<file path="config.mk">
export PLATFORM = sky130hd
export DESIGN_NAME = bcsm_cell
export DESIGN_NICKNAME = d
export VERILOG_FILES = /design/src/design/bcsm_pkg.sv /design/src/design/bcsm_cell.sv
export SDC_FILE = /design/constraint.sdc
export NUM_CORES = 1
export LEC_CHECK = 0
export ABC_AREA = 0
export BUFFER_PORTS_ARGS = -buffer_cell sky130_fd_sc_hd__buf_4
export CORE_ASPECT_RATIO = 1.5
export CORE_MARGIN = 2
export CORE_UTILIZATION = 49
export DETAILED_ROUTE_END_ITERATION = 6
export PLACE_DENSITY_LB_ADDON = 0.2
export SLEW_MARGIN = 20
export SYNTH_ARGS = -nofsm -noshare
export SYNTH_HDL_FRONTEND = slang
export SYNTH_SLANG_ARGS = --single-unit
</file>
<file path="constraint.sdc">
create_clock -name clk -period 11 [get_ports clk]
set_input_delay 0.55 -clock clk [delete_from_list [all_inputs] [get_ports clk]]
set_output_delay 0.55 -clock clk [all_outputs]
set_load 0.05 [all_outputs]
</file>
<file path="src/design/bcsm_pkg.sv">
// ----------------------------------------------------------------------------
// bcsm_pkg: shared types of the block cache clock sweep manager
// request and result codes, per-slot cell command and status
// ----------------------------------------------------------------------------
package bcsm_pkg;

  localparam int SLOT_W = 5;
  localparam logic [5:0] FREE_NONE = 6'd63;

  typedef enum logic [2:0] {
    REQ_LOOKUP = 3'd0,
    REQ_MARK   = 3'd1,
    REQ_INVAL  = 3'd2,
    REQ_FLUSH  = 3'd3,
    REQ_STATS  = 3'd4
  } req_t;

  typedef enum logic [2:0] {
    KIND_HIT   = 3'd0,
    KIND_FILL  = 3'd1,
    KIND_WB    = 3'd2,
    KIND_DONE  = 3'd3,
    KIND_STATS = 3'd4
  } kind_t;

  typedef enum logic [3:0] {
    S_IDLE,
    S_LOOKUP,
    S_SWEEP,
    S_SWEEP_WB,
    S_FILL,
    S_SCAN,
    S_DONE,
    S_STATS
  } state_t;

  typedef enum logic [2:0] {
    CO_NONE,
    CO_FILL,
    CO_HIT,
    CO_DEC,
    CO_SET_DIRTY,
    CO_CLR_DIRTY,
    CO_INVAL
  } cell_op_t;

  typedef struct packed {
    cell_op_t          op;
    logic [SLOT_W-1:0] sel;
    logic [31:0]       lg;
    logic [31:0]       blk;
    logic [2:0]        cap;
    logic [5:0]        next;
  } cell_cmd_t;

  typedef struct packed {
    logic        valid;
    logic        dirty;
    logic [2:0]  usage;
    logic [5:0]  free_next;
    logic [31:0] tag_log;
    logic [31:0] tag_block;
  } cell_stat_t;

endpackage

</file>
<file path="src/design/bcsm_cell.sv">
// ----------------------------------------------------------------------------
// bcsm_cell: one cache slot
// holds tag, flags, usage count and free link; passes the hit chain on
// ----------------------------------------------------------------------------
module bcsm_cell import bcsm_pkg::*; #(
  parameter int NUM_SLOTS = 32,
  parameter int CELL_IDX  = 0
) (
  input  logic       clk,
  input  logic       rst_n,
  input  cell_cmd_t  cmd,
  input  logic       found_in,
  output logic       found_out,
  output logic       hit,
  output cell_stat_t stat
);

  logic        valid_r, dirty_r;
  logic [2:0]  usage_r;
  logic [5:0]  next_r;
  logic [31:0] log_r, blk_r;
  logic        me, match;

  assign me        = (cmd.sel == SLOT_W'(CELL_IDX));
  assign match     = valid_r && (log_r == cmd.lg) && (blk_r == cmd.blk);
  assign hit       = match && !found_in;
  assign found_out = found_in || match;
  assign stat      = '{valid: valid_r, dirty: dirty_r, usage: usage_r,
                       free_next: next_r, tag_log: log_r, tag_block: blk_r};

  always_ff @(posedge clk) begin
    if (!rst_n) begin
      valid_r <= 1'b0;
      dirty_r <= 1'b0;
      usage_r <= '0;
      next_r  <= (CELL_IDX + 1 < NUM_SLOTS) ? 6'(CELL_IDX + 1) : FREE_NONE;
    end else if (me) begin
      unique case (cmd.op)
        CO_FILL: begin
          valid_r <= 1'b1;
          dirty_r <= 1'b0;
          usage_r <= 3'd1;
          next_r  <= FREE_NONE;
        end
        CO_HIT:       if (usage_r < cmd.cap) usage_r <= usage_r + 3'd1;
        CO_DEC:       usage_r <= usage_r - 3'd1;
        CO_SET_DIRTY: dirty_r <= 1'b1;
        CO_CLR_DIRTY: dirty_r <= 1'b0;
        CO_INVAL: begin
          valid_r <= 1'b0;
          dirty_r <= 1'b0;
          next_r  <= cmd.next;
        end
        default: ;
      endcase
    end
  end

  always_ff @(posedge clk) begin
    if (me && cmd.op == CO_FILL) begin
      log_r <= cmd.lg;
      blk_r <= cmd.blk;
    end
  end

endmodule
</file>
-- Yosys cells after proc, flatten, opt, wreduce, memory -nomap -nowiden
Index checks and enable logic that the tools add are counted.
- register bits after elaboration: 75
- latch bits: 0
- RAM bits: 0
- memory bits (read-only): 0
- input port bits: 84
- word-level logic and storage cells: 37
- memories: 0
- $add $sub $neg: 2
- multipliers: 0
- div/mod/pow operators: 0
- order comparisons: 1
- equal/unequal tests: 9
- shift-type cells: 0
- mux-type cells: 5
- bitwise operators: 0
- reduce and logical (&&, ||, !) cells: 14
- operators by type and width (operator ; count):
    equality test 32 bit ; 2
    case mux 6 bit (2 select lines) ; 1
    equality test 3 bit (second input constant) ; 3
    case mux 3 bit (3 select lines) ; 1
    equality test 3 x 2 -> 1 bit (second input constant) ; 2
    logical NOT 5 bit ; 1
    logical AND 1 bit ; 4
    case mux 1 bit (2 select lines) ; 2
    AND reduction 2 bit ; 2
    nonzero test 2 bit ; 2
    adder 3 x 1 -> 3 bit (second input constant) ; 1
    equality test 3 x 1 -> 1 bit (second input constant) ; 1
    < comparator 3 bit ; 1
    2-to-1 mux 3 bit ; 1
    AND reduction 3 bit ; 1
    nonzero test 3 bit ; 1
    OR reduction 3 bit ; 1
    subtractor 3 x 1 -> 3 bit (second input constant) ; 1
    != test 2 bit (second input constant) ; 1
    logical NOT 1 bit ; 1
    logical OR 1 bit ; 1

-- Logic depth before layout (Yosys ltp)
Gate-level depths: netlist of the first run.
- depth after elaboration: 4
- depth in mapped cells: 7

-- Least setup slack after synthesis of the first run
Ideal clock, no wire load.
- kind: input to register
- from: in cmd[74] (netlist name)
- to: reg blk_r[0], enable pin
- arrival: 3.559 ns
- required time: 10.518 ns
- setup slack: 6.959 ns
- stages on the path: 3
- path buffers: 0
- cells stage by stage: nor3_1 -> nand2_1 -> nor3_2
- word-level cells in the longest chain between the ends: 2
- ends and longest elaborated chain (element ; RTL line ; text):
    start, declared ; bcsm_cell.sv:11 ; input cell_cmd_t cmd,
    logical NOT 5 bit ; bcsm_cell.sv:24 ; assign me = (cmd.sel == SLOT_W'(CELL_IDX));
    logical AND 1 bit ; bcsm_cell.sv:60 ; if (me && cmd.op == CO_FILL) begin
    end signal, assigned ; bcsm_cell.sv:62 ; blk_r <= cmd.blk;
    end, declared ; bcsm_cell.sv:21 ; logic [31:0] log_r, blk_r;
No other way between the ends.
A chain may end at the register's enable or synchronous reset.

-- Final worst setup path of the first run
- from: reg log_r[13]
- to: out hit
- word-level cells in the longest chain between the ends: 4
- ends and longest elaborated chain (element ; RTL line ; text):
    start, declared ; bcsm_cell.sv:21 ;
    start signal, assigned ; bcsm_cell.sv:61 ; log_r <= cmd.lg;
    equality test 32 bit ; bcsm_cell.sv:25 ; assign match = valid_r && (log_r == cmd.lg) && (blk_r == cmd.blk);
    logical AND 1 bit (2 in series) ; bcsm_cell.sv:25 ;
    logical AND 1 bit ; bcsm_cell.sv:26 ; assign hit = match && !found_in;
    end, declared ; bcsm_cell.sv:14 ; output logic hit,
No other way between the ends.

==> metrics.md, run 1 <==
| Metric | Value |
|---|---|
| Outcome | `finished clean` |
| Final setup violation count | `0` |
| Synth async-reset ratio | `0` |
| Reg area | `2140 µm²` |
| Int Pwr | `463 µW` |
| Met3 GRT Util | `0.0465` |
| Multi-input logic area | `1050 µm²` |
| Peak supply drop | `0.0815 mV` |
| Overflow left after global routing | `0` |
| DP Wirelength | `6.23 mm` |
| Maxcap violations | `0` |
| Fmax | `335 MHz` |
| Worst skew pair latency | `0.35 ns` |
| Clock Tree Buf Depth | `2` |
| DR vias/cell | `5.09` |
| Total power | `585 µW` |
| Clock Sinks | `75` |
| CP startpoint kind | `flop` |
| Syn Nets | `330` |
| Post-DRT Antenna Nets | `0` |
| Pins Over Slew Limit | `0` |
| Power Density | `122 nW/µm²` |
| Diodes inserted | `0` |
| CP max FO | `2` |
| Post-synth EDFFs | `64` |
| Syn avg cell area | `13.5 µm²` |
| Power share of the clock group | `0.380` |
| I/O Pins | `161` |
| Period utilization | `0.272` |
| First-pass GRT wire length | `12.5 mm` |
| Yosys warns | `0` |
| Met2 Track Usage GR | `0.379` |
| # resized after CTS | `0` |
| Slew HR | `0.424` |
| Global Route Usage Sum | `0.221` |
| Largest net degree at the start of global routing | `71` |
| GRT met1 Usage | `0.251` |
| LEAKAGE | `1.95 nW` |
| CTS buffer count | `9` |
| DRC | `0` |
| Largest cells by area after synthesis | `edfxtp_1, xnor2_1, dfxtp_1, xor2_1, inv_1` |
| Wire length per cell | `15.9 µm` |
| Port-buffer cells | `160` |
| Worst EP required | `10.45 ns` |
| Share of post-route cells with drive strength above 1 | `0.435` |
| DR pass1 iterations | `4` |
| Final-report hold violation count | `0` |
| Cells after Synth | `243` |
| Initial Utilization | `0.507` |
| Register bit total from synthesis | `75` |
| Die Area | `7390 µm²` |
| Hold Crit Class | `in -> reg` |
| Fin nets | `498` |
| CP arrival | `2.44 ns` |
| Worst slew pin tran | `0.863 ns` |
| GR peak layer | `met2` |
| Crit path kind | `reg -> out` |
| Initial antenna violation count | `0` |
| RD Place Congestion | `0.770` |
| Psw | `121 µW` |
| Endpoint class of the critical path | `output pin` |
| Reg power frac | `0.530` |
| Vias in the first global route | `2588` |
| Num rows | `36` |
| H-tree Lvls | `3` |
| Root buffer cell | `clkbuf_8` |
| Chip width | `70.9 µm` |
| Reg clk slew, reported paths | `0.08 ns` |
| Commonest non-fill, non-tap cell in the layout | `buf_4` |
| Sum Neg Setup Slack | `0 ns` |
| Post-CTS Setup Bufs | `0` |
| Via Count | `2505` |
| Combinational power share | `0.090` |
| Commonest non-fill, non-tap cells in the layout | `buf_4, edfxtp_1, xnor2_1` |
| Unrepaired setup endpoints after global routing | `no` |
| Core area | `6490 µm²` |
| Sw frac | `0.208` |
| Skew final | `0.0000519 ns` |
| Hold buffers post-CTS | `0` |
| Top cell type's share of synthesized area | `0.585` |
| Die height | `104 µm` |
| Mapped Area | `3290 µm²` |
| Drt total wl | `7.81 mm` |
| Post-synthesis sequential area ratio | `0.652` |
| CTS tree | `yes` |
| Final core utilization | `0.737` |
| Iteration-0 DRC Markers | `115` |
| Post-synth cell types | `41` |
| Min Clock Period, post-route | `2.99 ns` |
| Synth Flop Type | `edfxtp_1` |
| Yosys top cell by area | `edfxtp_1` |
| Layout area overhead | `45.5%` |
| Fill cells | `468` |
-- cell type report --
| type | instances | area share |
|---|---|---|
| clock inverters | 7 | 0.0173 |
| multi-input cells | 144 | 0.220 |
| well taps | 76 | 0.0199 |
| clock buffers | 9 | 0.0259 |
| repair buffers | 161 | 0.253 |
| flip-flops and latches | 75 | 0.448 |
| inverters | 20 | 0.0157 |
-- flip-flops by register name, summed over array words and instances, names as in the netlist --
signal,count
blk_r,32
log_r,32
next_r,6
usage_r,3
dirty_r,1
valid_r,1
-- power by group through the flow --
| stage | logic (mW) | clock network [mW] | registers (mW) |
|---|---|---|---|
| finish | 0.0528 | 0.222 | 0.310 |
| global route | 0.0573 | 0.238 | 0.310 |
| detailed placement | 0.0533 | 0 | 0.316 |
| CTS | 0.0533 | 0.226 | 0.310 |
| floorplan | 0.0162 | 0 | 0.320 |
| global placement | 0.0515 | 0 | 0.316 |
-- routing by layer --
metal	up-vias	part of all wire
li1	1220	-
met3	15	0.070
met4	0	0.029
met5	-	0
met1	1162	0.36
met2	108	0.54
-- worst max-delay path: stages (launching register included) --
cell      delay, ns
edfxtp_1       0.41
xnor2_1        0.18
nand4_1        0.11
nor4_1         0.37
nand3_1        0.14
or4_1          0.56
nor2_1         0.11
buf_4          0.20
-- Yosys cell counts, drive strengths merged (2+ instances only) --
cell type  count
inv           19
a21oi          6
clkbuf         2
dfxtp         11
o21ai          5
ha             2
nand3          4
o221ai         2
a22oi          3
o22ai          3
xnor2         36
buf            2
xor2          15
nand2b         6
edfxtp        64
nor4           7
nor2          11
nor3          14
nand4          9
nand2          5
o2bb2ai        3
-- per-stage QoR --
| step | instances | setup slack, ns | hold WS (ns) | area, µm² |
|---|---|---|---|---|
| 2_1_floorplan | 243 | 6.96 | 0.450 | 3290 |
| 3_3_place_gp | 476 | 8.12 | 0.468 | 4570 |
| 3_5_place_dp | 476 | 8.09 | 0.475 | 4570 |
| 4_1_cts | 492 | 7.97 | 0.365 | 4780 |
| 5_1_grt | 492 | 7.88 | 0.374 | 4780 |
| 6_report | 492 | 8.01 | 0.379 | 4780 |
-- logic make-up (layout without fill, tap and decap cells) --
kind of cell	count (synthesis)	after routing	share of synthesized area
buffers and inverters	24	197	0.0297
AND/OR/NAND/NOR	61	61	0.106
XOR/XNOR	51	51	0.136
flip-flops	75	75	0.652
adder cells (fa/ha/maj)	3	3	0.0137
AO/OA/AOI/OAI	29	29	0.0628
-- final timing paths --
| kind | start | end | cells past startpoint | slack (ns) |
|---|---|---|---|---|
| hold reg to reg | dirty_r | dirty_r | 2 | 0.48 |
| hold / removal | cmd[31] | blk_r[22] | 1 | 0.38 |
| setup reg to reg | usage_r[1] | usage_r[1] | 6 | 9.39 |
| setup / recovery | log_r[13] | hit | 7 | 8.01 |
Power figures use the tool's default switching activity.
==> run 2, diff against run 1 <==
--- a/config.mk
+++ b/config.mk
@@ -9,7 +9,7 @@
 export BUFFER_PORTS_ARGS = -buffer_cell sky130_fd_sc_hd__buf_4
 export CORE_ASPECT_RATIO = 1.5
 export CORE_MARGIN = 2
-export CORE_UTILIZATION = 49
+export CORE_UTILIZATION = 41
 export DETAILED_ROUTE_END_ITERATION = 6
 export PLACE_DENSITY_LB_ADDON = 0.2
 export SLEW_MARGIN = 20
==> constraint.sdc (replaced) <==
create_clock -name clk -period 2.64 [get_ports clk]
set_input_delay 0.132 -clock clk [delete_from_list [all_inputs] [get_ports clk]]
set_output_delay 0.132 -clock clk [all_outputs]
set_load 0.05 [all_outputs]
==> metrics.md, run 2 (synthesis gave the netlist of run 1 again) <==
| Metric | Value |
|---|---|
| Min Clock Period, post-route | `2.59 ns` |
| R2R cell count | `6 (unchanged)` |
| CTS tree | `yes` |
| Slew HR | `0.683 (+0.259)` |
| Share of post-route cells with drive strength above 1 | `0.403 (-0.0322)` |
| R2R Setup Slk | `0.97 ns (-8.42 ns)` |
| Via Count | `2824 (+13%)` |
| First-pass GRT wire length | `14.3 mm (+15%)` |
| Overflow left after global routing | `0 (unchanged)` |
| Critical hold path startpoint | `rst_n` |
| Num rows | `40 (+11%)` |
| Outcome | `finished clean` |
| CP arrival | `2.46 ns (+0.02 ns)` |
| Final setup violation count | `0 (unchanged)` |
| Wire length per cell | `15.9 µm (+0.48%)` |
| Initial antenna violation count | `0 (unchanged)` |
| Pins Over Slew Limit | `0 (unchanged)` |
| Commonest non-fill, non-tap cell in the layout | `buf_4` |
| I/O Pins | `161 (unchanged)` |
| CP startpoint kind | `input port` |
| Clock Tree Buf Depth | `2 (unchanged)` |
| RD Place Congestion | `0.773 (+0.42%)` |
| Worst skew pair latency | `0.33 ns (-0.02 ns)` |
| Power Density | `528 nW/µm² (+330%)` |
| Endpoint class of the critical path | `output pin` |
| DP Wirelength | `6.43 mm (+3.2%)` |
| Peak supply drop | `0.367 mV (+350%)` |
| Die height | `114 µm (+9.0%)` |
| Terminus of the critical flop-to-flop path | `usage_r[1]` |
| Iteration-0 DRC Markers | `117 (+1.7%)` |
| Crit path kind | `in -> out` |
| Layout area overhead | `73.4%` |
| DR vias/cell | `4.84 (-5.0%)` |
| Min-Delay Endpoint | `next_r[0]` |
| Worst EP required | `2.51 ns (-7.94 ns)` |
| Hold depth | `2 (+1)` |
| Total power | `3.01 mW (+410%)` |
| Skew final | `0.000207 ns (+0.000155 ns)` |
| Worst slew pin tran | `0.471 ns (-0.393 ns)` |
| CTS buffer count | `9 (unchanged)` |
| Unrepaired setup endpoints after global routing | `yes` |
| Vias in the first global route | `3035 (+17%)` |
| Root buffer cell | `clkbuf_16` |
| Initial Utilization | `0.416 (-0.0911)` |
| Largest net degree at the start of global routing | `37 (-48%)` |
| Hold Crit Class | `in -> reg` |
| Chip width | `77.1 µm (+8.8%)` |
| DRC | `0 (unchanged)` |
| Port-buffer cells | `160 (unchanged)` |
| Final-report hold violation count | `0 (unchanged)` |
| LEAKAGE | `2.34 nW (+20%)` |
| Maxcap violations | `0 (unchanged)` |
| Final hold slack | `0.0521 ns (-0.327 ns)` |
| R2r startpoint | `usage_r[1]` |
| Drt total wl | `9.31 mm (+19%)` |
| Global Route Usage Sum | `0.213 (-0.00788)` |
| Die Area | `8760 µm² (+19%)` |
| Clock Sinks | `75 (unchanged)` |
| Fin nets | `561 (+13%)` |
| Commonest non-fill, non-tap cells in the layout | `buf_4, edfxtp_1, dlygate4sd3_1` |
| CP max FO | `2 (unchanged)` |
| Core area | `7910 µm² (+22%)` |
| Largest registers | `blk_r (32), log_r (32), next_r (6)` |
| Period utilization | `0.981` |
| Reg clk slew, reported paths | `0.05 ns (-0.03 ns)` |
| Fill cells | `551 (+18%)` |
| Sum Neg Setup Slack | `0 ns (unchanged)` |
| H-tree Lvls | `3 (unchanged)` |
| Fmax | `386 MHz` |
| Diodes inserted | `0 (unchanged)` |
| DR pass1 iterations | `4 (unchanged)` |
| Post-DRT Antenna Nets | `0 (unchanged)` |
## run 2: cell count changes in the layout (fill, tap and decap cells not counted), moves of 2 or more
cell	change
buf_4	-3
clkbuf_16	+12
clkbuf_8	-7
clkinv_1	-2
clkinv_2	-3
dlygate4sd3_1	+64
nor4_1	-2
nor4_2	+2
xnor2_1	-7
xnor2_2	+7
## run 2: worst max-delay path, stage by stage
cell and delay [ns]:
dlygate4sd3_1 0.55, buf_4 0.15, xnor2_2 0.13, nand4_1 0.14
nor4_2 0.33, nand4_1 0.19, or4_4 0.56, nor2_4 0.12
buf_6 0.15
## run 2: metal layers
layer | wire length (µm) | GRT usage
met4 | 357 | 0.133
met2 | 5220 | 0.406
met5 | 0 | 0
met1 | 3300 | 0.213
met3 | 439 | 0.0356
## run 2: power by group
| group | total, mW | switching (mW) | internal (mW) |
|---|---|---|---|
| combinational | 0.310 | 0.122 | 0.188 |
| clock | 1.41 | 0.451 | 0.956 |
| sequential | 1.29 | 0.00323 | 1.29 |
## run 2: worst max-delay path by stage
| stage | start | to |
|---|---|---|
| after floorplan | cmd[74] | blk_r[0] |
| after global placement | log_r[2] | hit |
| after detailed placement | log_r[2] | found_out |
| after CTS | log_r[2] | found_out |
| after global routing | cmd[14] | hit |
| final | cmd[14] | hit |
## run 2: timing repair
action / CTS / global route
setup endpoints to repair: 1 / 2
hold buffers: 64 / 0
endpoints found under the hold margin: 64 / 0
pin swaps: 1 / 8
gates resized for setup: 0 / 15
setup buffers: 0 / 1
## run 2: final cells by class
cell class / count / area [µm²] / share of cell area
Clock buffer: 15 / 332 / 0.0582
Clock inverter: 1 / 30.0 / 0.00527
Inverter: 20 / 75.1 / 0.0132
Multi-Input combinational cell: 144 / 1140 / 0.200
Sequential cell: 75 / 2140 / 0.376
Tap cell: 105 / 131 / 0.0230
Timing Repair Buffer: 224 / 1850 / 0.325
## run 2: metrics by stage
step	util	std cells	worst slack [ns]	cell area (µm²)
floorplan	-	243	0.0336	3300
global placement	0.585	507	0.372	4630
detailed placement	0.585	507	0.356	4630
CTS	0.712	587	0.00154	5630
global route	0.721	584	-0.0572	5700
finish	0.721	584	0.0510	5700
